`src/sv/sswtm_pkg.sv`:
```
`timescale 1ns / 1ps
// ----------------------------------------------------------------------------
// sswtm_pkg
// Shared widths, register indexes and result codes of the substring search.
// ----------------------------------------------------------------------------
package sswtm_pkg;

  // Fixed field widths.
  localparam int unsigned TEXT_W      = 8;
  localparam int unsigned SKIP_W      = 32;
  localparam int unsigned POS_OUT_W   = 32;
  localparam int unsigned KIND_W      = 2;
  localparam int unsigned CFG_W       = 64;
  localparam int unsigned LEN_W       = 5;
  localparam int unsigned CFG_IDX_W   = 2;
  localparam int unsigned IN_TDATA_W  = 40;
  localparam int unsigned OUT_TDATA_W = 32;

  // Number of needle bytes that the two byte registers can hold.
  localparam int unsigned NEEDLE_CFG_BYTES = 16;

  // Configuration register indexes.
  typedef enum logic [CFG_IDX_W-1:0] {
    CFG_NEEDLE_LEN = 2'd0,
    CFG_NEEDLE_LO  = 2'd1,
    CFG_NEEDLE_HI  = 2'd2
  } cfg_idx_e;

  // Result kinds as seen on the output.
  typedef enum logic [KIND_W-1:0] {
    KIND_NONE = 2'd0,
    KIND_FULL = 2'd1,
    KIND_TAIL = 2'd2
  } match_kind_e;

  // How the finishing stage has to treat a search result.
  typedef enum logic [1:0] {
    RES_EMPTY = 2'd0,
    RES_FULL  = 2'd1,
    RES_SCAN  = 2'd2
  } res_sel_e;

endpackage

```
`src/sv/sswtm_front.sv`:
```
`timescale 1ns / 1ps
// ----------------------------------------------------------------------------
// sswtm_front
// Holds the needle registers, accepts text items and classifies each byte
// against every needle byte before it enters the queue.
// ----------------------------------------------------------------------------
module sswtm_front import sswtm_pkg::*; #(
  parameter int unsigned NEEDLE_MAX = 16,
  parameter int unsigned NW         = $clog2(NEEDLE_MAX + 1),
  parameter int unsigned QW         = SKIP_W + NEEDLE_MAX + 2
) (
  input  logic                 clk_i,
  input  logic                 rst_ni,
  // Configuration writes
  input  logic                 cfg_we_i,
  input  logic [CFG_IDX_W-1:0] cfg_idx_i,
  input  logic [CFG_W-1:0]     cfg_data_i,
  // Incoming items
  input  logic                 in_valid_i,
  output logic                 in_ready_o,
  input  logic [TEXT_W-1:0]    text_byte_i,
  input  logic                 byte_valid_i,
  input  logic                 is_last_i,
  input  logic [SKIP_W-1:0]    skip_count_i,
  // Queue write side
  output logic                 push_o,
  input  logic                 push_ready_i,
  output logic [QW-1:0]        push_data_o,
  // Effective needle length
  output logic [NW-1:0]        n_eff_o
);

  logic [LEN_W-1:0]                 len_q;
  logic [2*CFG_W-1:0]               needle_q;
  logic [NEEDLE_MAX-1:0]            eq;

  // Configuration registers.
  always_ff @(posedge clk_i or negedge rst_ni) begin
    if (!rst_ni) begin
      len_q    <= '0;
      needle_q <= '0;
    end else if (cfg_we_i) begin
      case (cfg_idx_i)
        CFG_NEEDLE_LEN: len_q                   <= cfg_data_i[LEN_W-1:0];
        CFG_NEEDLE_LO:  needle_q[CFG_W-1:0]     <= cfg_data_i;
        CFG_NEEDLE_HI:  needle_q[2*CFG_W-1:CFG_W] <= cfg_data_i;
        default: ;
      endcase
    end
  end

  // Needle length saturates at the number of comparators.
  always_comb begin
    if (32'(len_q) > NEEDLE_MAX) begin
      n_eff_o = NW'(NEEDLE_MAX);
    end else begin
      n_eff_o = NW'(len_q);
    end
  end

  // One comparator per needle byte; bytes past the length never match.
  for (genvar i = 0; i < NEEDLE_MAX; i++) begin : g_cmp
    if (i < NEEDLE_CFG_BYTES) begin : g_cfg
      assign eq[i] = (needle_q[8*i +: 8] == text_byte_i) && (NW'(i) < n_eff_o);
    end else begin : g_zero
      assign eq[i] = (text_byte_i == '0) && (NW'(i) < n_eff_o);
    end
  end

  // Items go straight into the queue while it has room.
  assign in_ready_o  = push_ready_i;
  assign push_o      = in_valid_i && push_ready_i;
  assign push_data_o = {skip_count_i, eq, byte_valid_i, is_last_i};

endmodule

```
`src/sv/sswtm_queue.sv`:
```
`timescale 1ns / 1ps
// ----------------------------------------------------------------------------
// sswtm_queue
// Two-entry queue between the classifying front and the search engine.
// ----------------------------------------------------------------------------
module sswtm_queue #(
  parameter int unsigned W = 50
) (
  input  logic         clk_i,
  input  logic         rst_ni,
  input  logic         push_i,
  output logic         push_ready_o,
  input  logic [W-1:0] push_data_i,
  output logic         pop_valid_o,
  input  logic         pop_i,
  output logic [W-1:0] pop_data_o
);

  logic [W-1:0] mem_q [2];
  logic         wr_ptr_q;
  logic         rd_ptr_q;
  logic [1:0]   count_q;

  assign push_ready_o = (count_q != 2'd2);
  assign pop_valid_o  = (count_q != 2'd0);
  assign pop_data_o   = mem_q[rd_ptr_q];

  // Entry storage.
  always_ff @(posedge clk_i) begin
    if (push_i) begin
      mem_q[wr_ptr_q] <= push_data_i;
    end
  end

  // Pointers and fill count.
  always_ff @(posedge clk_i or negedge rst_ni) begin
    if (!rst_ni) begin
      wr_ptr_q <= 1'b0;
      rd_ptr_q <= 1'b0;
      count_q  <= 2'd0;
    end else begin
      if (push_i) begin
        wr_ptr_q <= ~wr_ptr_q;
      end
      if (pop_i) begin
        rd_ptr_q <= ~rd_ptr_q;
      end
      if (push_i && !pop_i) begin
        count_q <= count_q + 2'd1;
      end else if (pop_i && !push_i) begin
        count_q <= count_q - 2'd1;
      end
    end
  end

endmodule

```
`src/sv/sswtm_engine.sv`:
```
`timescale 1ns / 1ps
// ----------------------------------------------------------------------------
// sswtm_engine
// Search engine: advances the bit-parallel prefix vector by one byte per cycle
// while it can pop, and hands the finishing stage a result on the last item.
// ----------------------------------------------------------------------------
module sswtm_engine import sswtm_pkg::*; #(
  parameter int unsigned NEEDLE_MAX    = 16,
  parameter int unsigned POSITION_BITS = 32,
  parameter int unsigned NW            = $clog2(NEEDLE_MAX + 1),
  parameter int unsigned QW            = SKIP_W + NEEDLE_MAX + 2,
  parameter int unsigned BW            = (POSITION_BITS > SKIP_W) ? POSITION_BITS : SKIP_W
) (
  input  logic                  clk_i,
  input  logic                  rst_ni,
  // Queue read side
  input  logic                  q_valid_i,
  input  logic [QW-1:0]         q_data_i,
  output logic                  q_pop_o,
  input  logic [NW-1:0]         n_eff_i,
  // Result to the finishing stage
  output logic                  res_valid_o,
  input  logic                  res_ready_i,
  output res_sel_e              res_sel_o,
  output logic [BW-1:0]         res_base_o,
  output logic [NEEDLE_MAX-1:0] res_bits_o
);

  localparam int unsigned IW = (NEEDLE_MAX > 1) ? $clog2(NEEDLE_MAX) : 1;

  logic                     in_search_q;
  logic [NEEDLE_MAX-1:0]    prefix_q,  prefix_d;
  logic [POSITION_BITS-1:0] pos_q,     pos_d;
  logic                     full_q,    full_d;
  logic [POSITION_BITS-1:0] found_q,   found_d;
  logic [SKIP_W-1:0]        skip_q,    skip_d;

  logic [SKIP_W-1:0]        e_skip;
  logic [NEEDLE_MAX-1:0]    e_eq;
  logic                     e_valid;
  logic                     e_last;
  logic [IW-1:0]            top_idx;
  logic [POSITION_BITS-1:0] n_m1;
  logic                     at_skip;

  assign {e_skip, e_eq, e_valid, e_last} = q_data_i;

  // The last item waits until the finishing stage can take its result.
  assign q_pop_o     = q_valid_i && (!e_last || res_ready_i);
  assign res_valid_o = q_valid_i && e_last;

  assign top_idx = IW'(n_eff_i - NW'(1));
  assign n_m1    = POSITION_BITS'(n_eff_i) - POSITION_BITS'(1);

  // Per-byte update of the prefix vector and the first full match.
  always_comb begin
    if (in_search_q) begin
      prefix_d = prefix_q;
      pos_d    = pos_q;
      full_d   = full_q;
      found_d  = found_q;
      skip_d   = skip_q;
    end else begin
      prefix_d = '0;
      pos_d    = '0;
      full_d   = 1'b0;
      found_d  = '0;
      skip_d   = e_skip;
    end
    at_skip = (BW'(pos_d) >= BW'(skip_d));
    if (e_valid) begin
      prefix_d = ((prefix_d << 1) | NEEDLE_MAX'(at_skip)) & e_eq;
      if ((n_eff_i != '0) && !full_d && prefix_d[top_idx]) begin
        full_d  = 1'b1;
        found_d = (pos_d >= n_m1) ? (pos_d - n_m1) : '0;
      end
      if (pos_d != '1) begin
        pos_d = pos_d + POSITION_BITS'(1);
      end
    end
  end

  // Result selection for the finishing stage.
  always_comb begin
    res_bits_o = prefix_d;
    if (n_eff_i == '0) begin
      res_sel_o  = RES_EMPTY;
      res_base_o = BW'(skip_d);
    end else if (full_d) begin
      res_sel_o  = RES_FULL;
      res_base_o = BW'(found_d);
    end else begin
      res_sel_o  = RES_SCAN;
      res_base_o = BW'(pos_d);
    end
  end

  // Search state.
  always_ff @(posedge clk_i or negedge rst_ni) begin
    if (!rst_ni) begin
      in_search_q <= 1'b0;
      prefix_q    <= '0;
      pos_q       <= '0;
      full_q      <= 1'b0;
      found_q     <= '0;
      skip_q      <= '0;
    end else if (q_pop_o) begin
      in_search_q <= !e_last;
      prefix_q    <= prefix_d;
      pos_q       <= pos_d;
      full_q      <= full_d;
      found_q     <= found_d;
      skip_q      <= skip_d;
    end
  end

endmodule

```
`src/sv/sswtm_finish.sv`:
```
`timescale 1ns / 1ps
// ----------------------------------------------------------------------------
// sswtm_finish
// Resolves a partial tail match from the final prefix vector and holds the
// result item in an output register until it is taken.
// ----------------------------------------------------------------------------
module sswtm_finish import sswtm_pkg::*; #(
  parameter int unsigned NEEDLE_MAX    = 16,
  parameter int unsigned POSITION_BITS = 32,
  parameter int unsigned NW            = $clog2(NEEDLE_MAX + 1),
  parameter int unsigned BW            = (POSITION_BITS > SKIP_W) ? POSITION_BITS : SKIP_W
) (
  input  logic                  clk_i,
  input  logic                  rst_ni,
  input  logic                  res_valid_i,
  output logic                  res_ready_o,
  input  res_sel_e              res_sel_i,
  input  logic [BW-1:0]         res_base_i,
  input  logic [NEEDLE_MAX-1:0] res_bits_i,
  output logic                  out_valid_o,
  input  logic                  out_ready_i,
  output logic [POS_OUT_W-1:0]  position_o,
  output match_kind_e           match_kind_o
);

  logic                  pend_valid_q;
  res_sel_e              pend_sel_q;
  logic [BW-1:0]         pend_base_q;
  logic [NEEDLE_MAX-1:0] pend_bits_q;

  logic                  out_valid_q;
  logic [POS_OUT_W-1:0]  out_pos_q;
  match_kind_e           out_kind_q;

  logic                  out_free;
  logic                  pend_move;
  logic [NW-1:0]         back_len;
  logic [BW-1:0]         back_ext;
  logic [BW-1:0]         pos_calc;
  match_kind_e           kind_calc;

  assign out_free    = !out_valid_q || out_ready_i;
  assign pend_move   = pend_valid_q && out_free;
  assign res_ready_o = !pend_valid_q || pend_move;

  // Length of the longest needle prefix that ends at the end of the text.
  always_comb begin
    back_len = '0;
    for (int i = 0; i < NEEDLE_MAX; i++) begin
      if (pend_bits_q[i]) begin
        back_len = NW'(i + 1);
      end
    end
  end

  assign back_ext = BW'(back_len);

  // Final position and kind.
  always_comb begin
    pos_calc  = pend_base_q;
    kind_calc = KIND_NONE;
    case (pend_sel_q)
      RES_FULL: kind_calc = KIND_FULL;
      RES_SCAN: begin
        if (back_len != '0) begin
          kind_calc = KIND_TAIL;
          pos_calc  = (pend_base_q >= back_ext) ? (pend_base_q - back_ext) : '0;
        end
      end
      default: kind_calc = KIND_NONE;
    endcase
  end

  // Pending result register.
  always_ff @(posedge clk_i or negedge rst_ni) begin
    if (!rst_ni) begin
      pend_valid_q <= 1'b0;
    end else if (res_ready_o) begin
      pend_valid_q <= res_valid_i;
    end
  end

  always_ff @(posedge clk_i) begin
    if (res_ready_o && res_valid_i) begin
      pend_sel_q  <= res_sel_i;
      pend_base_q <= res_base_i;
      pend_bits_q <= res_bits_i;
    end
  end

  // Output register.
  always_ff @(posedge clk_i or negedge rst_ni) begin
    if (!rst_ni) begin
      out_valid_q <= 1'b0;
    end else if (out_free) begin
      out_valid_q <= pend_valid_q;
    end
  end

  always_ff @(posedge clk_i) begin
    if (pend_move) begin
      out_pos_q  <= pos_calc[POS_OUT_W-1:0];
      out_kind_q <= kind_calc;
    end
  end

  assign out_valid_o  = out_valid_q;
  assign position_o   = out_pos_q;
  assign match_kind_o = out_kind_q;

endmodule

```
`src/sv/substring_search_with_tail_match.sv`:
```
`timescale 1ns / 1ps
// ----------------------------------------------------------------------------
// substring_search_with_tail_match
// Streaming first-occurrence substring search with partial tail match.
// ----------------------------------------------------------------------------
//  Channel  | Direction | Contents
//  s_axis   | in        | tdata: text_byte, skip_count; tuser: byte_valid;
//           |           | tlast: is_last
//  m_axis   | out       | tdata: position; tuser: match_kind
//  cfg      | in        | needle_length, needle_bytes_low, needle_bytes_high
//
// One text item is taken every cycle while the queue has room; the search
// engine updates the prefix vector by one byte per cycle while it can pop.
// A result passes through the queue, pending stage and output register.
// Reset clears all control state and the needle registers at once.
// Output stalls back up through the pending stage into the two-entry queue,
// and the input side stalls only once the queue is full behind a last item.
// ----------------------------------------------------------------------------
module substring_search_with_tail_match import sswtm_pkg::*; #(
  parameter int unsigned NEEDLE_MAX    = 16,
  parameter int unsigned POSITION_BITS = 32
) (
  input  logic                   clk_i,
  input  logic                   rst_ni,
  // Configuration
  input  logic                   cfg_we_i,
  input  logic [CFG_IDX_W-1:0]   cfg_idx_i,
  input  logic [CFG_W-1:0]       cfg_data_i,
  // Text input
  input  logic                   s_axis_tvalid,
  output logic                   s_axis_tready,
  input  logic [IN_TDATA_W-1:0]  s_axis_tdata,  // text_byte[7:0], skip_count[39:8]
  input  logic [0:0]             s_axis_tuser,  // byte_valid[0]
  input  logic                   s_axis_tlast,
  // Result output
  output logic                   m_axis_tvalid,
  input  logic                   m_axis_tready,
  output logic [OUT_TDATA_W-1:0] m_axis_tdata,  // position[31:0]
  output logic [KIND_W-1:0]      m_axis_tuser   // match_kind[1:0]
);

  localparam int unsigned NW = $clog2(NEEDLE_MAX + 1);
  localparam int unsigned QW = SKIP_W + NEEDLE_MAX + 2;
  localparam int unsigned BW = (POSITION_BITS > SKIP_W) ? POSITION_BITS : SKIP_W;

  logic                  push;
  logic                  push_ready;
  logic [QW-1:0]         push_data;
  logic                  q_valid;
  logic                  q_pop;
  logic [QW-1:0]         q_data;
  logic [NW-1:0]         n_eff;
  logic                  res_valid;
  logic                  res_ready;
  res_sel_e              res_sel;
  logic [BW-1:0]         res_base;
  logic [NEEDLE_MAX-1:0] res_bits;
  match_kind_e           match_kind;

  // Front: needle registers and byte classification.
  sswtm_front #(
    .NEEDLE_MAX (NEEDLE_MAX),
    .NW         (NW),
    .QW         (QW)
  ) u_front (
    .clk_i        (clk_i),
    .rst_ni       (rst_ni),
    .cfg_we_i     (cfg_we_i),
    .cfg_idx_i    (cfg_idx_i),
    .cfg_data_i   (cfg_data_i),
    .in_valid_i   (s_axis_tvalid),
    .in_ready_o   (s_axis_tready),
    .text_byte_i  (s_axis_tdata[TEXT_W-1:0]),
    .byte_valid_i (s_axis_tuser[0]),
    .is_last_i    (s_axis_tlast),
    .skip_count_i (s_axis_tdata[TEXT_W +: SKIP_W]),
    .push_o       (push),
    .push_ready_i (push_ready),
    .push_data_o  (push_data),
    .n_eff_o      (n_eff)
  );

  // Queue between front and engine.
  sswtm_queue #(
    .W (QW)
  ) u_queue (
    .clk_i        (clk_i),
    .rst_ni       (rst_ni),
    .push_i       (push),
    .push_ready_o (push_ready),
    .push_data_i  (push_data),
    .pop_valid_o  (q_valid),
    .pop_i        (q_pop),
    .pop_data_o   (q_data)
  );

  // Back: search engine.
  sswtm_engine #(
    .NEEDLE_MAX    (NEEDLE_MAX),
    .POSITION_BITS (POSITION_BITS),
    .NW            (NW),
    .QW            (QW),
    .BW            (BW)
  ) u_engine (
    .clk_i       (clk_i),
    .rst_ni      (rst_ni),
    .q_valid_i   (q_valid),
    .q_data_i    (q_data),
    .q_pop_o     (q_pop),
    .n_eff_i     (n_eff),
    .res_valid_o (res_valid),
    .res_ready_i (res_ready),
    .res_sel_o   (res_sel),
    .res_base_o  (res_base),
    .res_bits_o  (res_bits)
  );

  // Tail-match resolution and output register.
  sswtm_finish #(
    .NEEDLE_MAX    (NEEDLE_MAX),
    .POSITION_BITS (POSITION_BITS),
    .NW            (NW),
    .BW            (BW)
  ) u_finish (
    .clk_i        (clk_i),
    .rst_ni       (rst_ni),
    .res_valid_i  (res_valid),
    .res_ready_o  (res_ready),
    .res_sel_i    (res_sel),
    .res_base_i   (res_base),
    .res_bits_i   (res_bits),
    .out_valid_o  (m_axis_tvalid),
    .out_ready_i  (m_axis_tready),
    .position_o   (m_axis_tdata),
    .match_kind_o (match_kind)
  );

  assign m_axis_tuser = match_kind;

endmodule

```
`config.mk`:
```
export PLATFORM = sky130hd
export DESIGN_NAME = substring_search_with_tail_match
export DESIGN_NICKNAME = d
export VERILOG_FILES = /design/src/sv/sswtm_pkg.sv /design/src/sv/sswtm_front.sv /design/src/sv/sswtm_queue.sv /design/src/sv/sswtm_engine.sv /design/src/sv/sswtm_finish.sv /design/src/sv/substring_search_with_tail_match.sv
export SDC_FILE = /design/constraint.sdc
export NUM_CORES = 1
export LEC_CHECK = 0
export BUFFER_PORTS_ARGS = -buffer_cell sky130_fd_sc_hd__buf_4
export CAP_MARGIN = 5
export CORE_MARGIN = 1
export CORE_UTILIZATION = 29
export CTS_BUF_LIST = sky130_fd_sc_hd__clkbuf_4 sky130_fd_sc_hd__clkbuf_8 sky130_fd_sc_hd__clkbuf_16
export CTS_CLUSTER_DIAMETER = 150
export CTS_CLUSTER_SIZE = 28
export DETAILED_ROUTE_END_ITERATION = 6
export GPL_ROUTABILITY_DRIVEN = 0
export PLACE_DENSITY_LB_ADDON = 0.12
export SKIP_LAST_GASP = 1
export SLEW_MARGIN = 5
export SYNTH_ARGS = -nofsm -noshare
export SYNTH_HDL_FRONTEND = slang
export SYNTH_SLANG_ARGS = --single-unit
```
`constraint.sdc`:
```
create_clock -name clk_i -period 6.5 [get_ports clk_i]
set_clock_uncertainty 0.05 [all_clocks]
set_input_delay 1.3 -clock clk_i [delete_from_list [all_inputs] [get_ports clk_i]]
set_output_delay 1.3 -clock clk_i [all_outputs]
set_load 0.1 [all_outputs]
```
==> qor.yml <==
routing:
  ant_nets: 0
  drt_iter0_drc: 1219
  routed-via-count: 16600
  dr.pass1.iters: 5
  routed_wl_um: 68600
  avgRoutedWirePerCell_um: 20.9
  vias_per_cell: 5.07
  drc_errors: 0
run_status:
  status: "complete, no violations"
timing:
  setup-tns-final_ns: 0
  period_share_pct: 81.6
  slew_headroom_pct: 11.9
  hold_viol_final: 0
  worstMarginPinSlew_ns: 1.32
  finalCriticalPeriod_ns: 5.31
  max_freq_mhz: 188
  setup_viol: 0
  timing.final.ws_setup_ns: 1.19
  rsz0062_at_grt: "no"
  slew_viol_final: 0
critical_path:
  required_ns: 6.84
  crit_family: "compound AO/OA/AOI/OAI gates"
  critPathMaxFanout: 33
  startpoint: "u_queue.rd_ptr_q"
  critPathMaxStageDelay_ns: 1.10
  path_class: "reg -> reg"
  crit_chain: "buf_4 -> mux2i_1 -> nor2_1 -> a21oi_1 -> ha_1 -> a211oi_1 -> o21ai_0 -> o221ai_1 -> a41o_1 -> o22a_1 -> and2_1 -> a221oi_1 -> o22ai_1"
  cp-start-kind: "flip-flop"
  rr_worst_depth: 13
  critical_path.slowest_cell: "and2_1"
  worstSetupEndpointType: "flip-flop"
  r2r_slack_ns: 1.19
  cp.arrival_ns: 5.65
  path_buf_inv: 1
  r2r_end: "u_finish.pend_base_q[24]"
  regToRegStartpoint: "u_queue.rd_ptr_q"
global_route:
  grt_pass1_wl_um: 106000
  antenna_found_initial: 5
  grt_max_degree: 112
  grt_overflow: 0
  track_usage_pct: 16.7
  grt_pass1_vias: 16400
power_and_ir_drop:
  power_uw: 9820
  power_leakage_uw: 0.0105
  vdd_drop_max_mv: 0.164
  powerDensity_nw_per_um2: 373
floorplan:
  die_area_um2: 81500
  initial_core_util_pct: 29.4
  coreArea_um2: 79300
  ios: 149
  die_w_um: 286
  die_h_um: 286
  row_count: 103
synth:
  yosys.area_share.simple_pct: 12.8
  ys_seq_area_share_pct: 50.9
  avgSynthCellArea_um2: 11.0
  ys_ff_latch: 437
  syn-num-nets: 2305
  yosys_warnings: 0
  syn_inst: 2115
  ys.flop_type: "dfrtp_1"
  synthXorXnorAreaFrac_pct: 7.18
  syn-cell-area_um2: 23300
  yosys.cell_types.count: 85
  synth_edf_count: 184
  synth_top_family_by_area: "simple AND/OR/NAND/NOR gates"
  synth-compound-area-share_pct: 12.5
  yosys.area_share.adder_pct: 4.20
  synthArstFlopShare_pct: 57.9
  synthMuxAreaShare_pct: 9.84
final_layout:
  area_delta_synth_final_pct: 12.9
  final_area_um2: 26300
  fin_util_pct: 33.2
  fin_nets: 2413
  drive_above_1_share_pct: 18.8
cts:
  clk_pin_slew_ns: 0.11
  clkLatencyLatePin_ns: 0.58
  cts_tree: "built"
  cts_made_buffers: 19
  holdBufCountCts: 0
  clockBufferDepth: 3
  cts.sinks: 437
  cts_resized: 0
  postCtsSetupRepairBufs: 0
  htree_levels: 1
  cts_root_buffer: "clkbuf_16"
run:
  maxCapViolations: 0
min_path:
  whs_endpoint: "u_engine.skip_q[0]"
  hold_start: "u_engine.skip_q[0]"
  hold_depth: 2
  min_path_type: "reg -> reg"
placement:
  place_hpwl_um: 49900
  portBuffers: 148
  placed_cell_area_um2: 25700
  post-place-ws_ns: 1.15
[worst max path at each step]
| stage | end | slack [ns] | depth (start not counted) |
|---|---|---|---|
| after floorplan | u_finish.pend_base_q[21] | 1.91 | 15 |
| after global placement | u_finish.pend_base_q[5] | 1.22 | 13 |
| after detailed placement | u_finish.pend_base_q[6] | 1.15 | 13 |
| after CTS | u_finish.pend_base_q[6] | 1.12 | 13 |
| after global routing | u_finish.pend_base_q[26] | 0.74 | 13 |
| final | u_finish.pend_base_q[24] | 1.19 | 13 |
[power breakdown]
group,internal [uW],switching [uW]
Clock,608,907
Combinational,1340,2830
Sequential,3670,460
Total,5620,4200
[metrics by stage]
stage	cells	hold WS [ns]
after floorplan	2115	0.396
after global placement	3252	0.408
after detailed placement	3252	0.412
after CTS	3283	0.441
after global routing	3284	0.463
final	3284	0.435
[tightest hold or removal path, stage by stage, from the launching register on]
cell and delay (ns):
dfrtp_1 0.36, nand2_1 0.05, nand2_1 0.06
[sequential cells by signal, summed over array words and instances, names as in the netlist, 16 cells and up]
| name | flops |
|---|---|
| u_queue.mem_q | 100 |
| u_engine.skip_q | 32 |
| u_finish.pend_base_q | 32 |
| u_engine.found_q | 32 |
| u_finish.position_o | 32 |
| u_front.needle_q | 128 |
| u_finish.pend_bits_q | 16 |
| u_engine.pos_q | 32 |
| u_engine.prefix_q | 16 |
[logic make-up after synthesis]
group           count (synthesis)
xor+xnor                      191
simple gates                  618
buf+inv                       154
mux                           207
compound gates                431
fa+ha+maj                      77
flops                         437
[cell usage in the layout, fill, tap and decap left out, types with 56 or more instances in the layout]
master,netlist,layout
mux2_2,148,148
xnor2_1,139,139
a21oi_1,85,85
mux2i_1,56,56
buf_4,3,201
nor2_1,119,117
edfxtp_1,184,184
o21ai_0,126,126
dfrtp_1,253,251
ha_1,75,75
nand2_1,244,244
[final cells by class]
| class | count | area (um2) |
|---|---|---|
| clock buffer | 30 | 558 |
| antenna | 1 | 2.50 |
| timing repair buffer | 204 | 1560 |
| sequential | 437 | 11900 |
| tap | 1050 | 1310 |
| clock inverter | 1 | 16.3 |
| multi-input combinational | 1524 | 10900 |
| fill | 8025 | 52900 |
| inverter | 37 | 141 |
[synthesized netlist by cell type, types with 7 or more instances]
master,number,area [um2]
a211oi_1,11,82.6
a21o_1,23,173
a21oi_1,85,425
a221oi_1,23,201
a22o_1,24,210
a31oi_1,7,43.8
a32o_1,18,180
and2_1,26,163
and3_1,7,43.8
buf_1,11,41.3
buf_2,12,60.1
clkbuf_1,88,330
dfrtp_1,253,6330
edfxtp_1,184,5530
ha_1,75,938
inv_1,37,139
mux2_2,148,1670
mux2i_1,56,561
nand2_1,244,916
nand2b_1,23,144
nand3_1,33,165
nand4_1,44,275
nor2_1,119,447
nor2b_1,8,50.1
nor3_1,43,215
nor4_1,21,131
o21a_1,7,52.6
o21ai_0,126,631
o21bai_1,8,60.1
o22ai_1,19,119
o31ai_1,13,97.6
o41ai_1,7,61.3
or3_1,13,81.3
xnor2_1,139,1220
xor2_1,52,455
[metal layers]
layer / GRT usage (%) / up-vias / wire (um)
li1: - / 7943 / -
met1: 25.9 / 8267 / 35200
met2: 24.8 / 365 / 29400
met3: 2.05 / 55 / 3180
met4: 2.74 / 8 / 859
met5: 0 / - / 50
(Power assumes the default switching activity.)
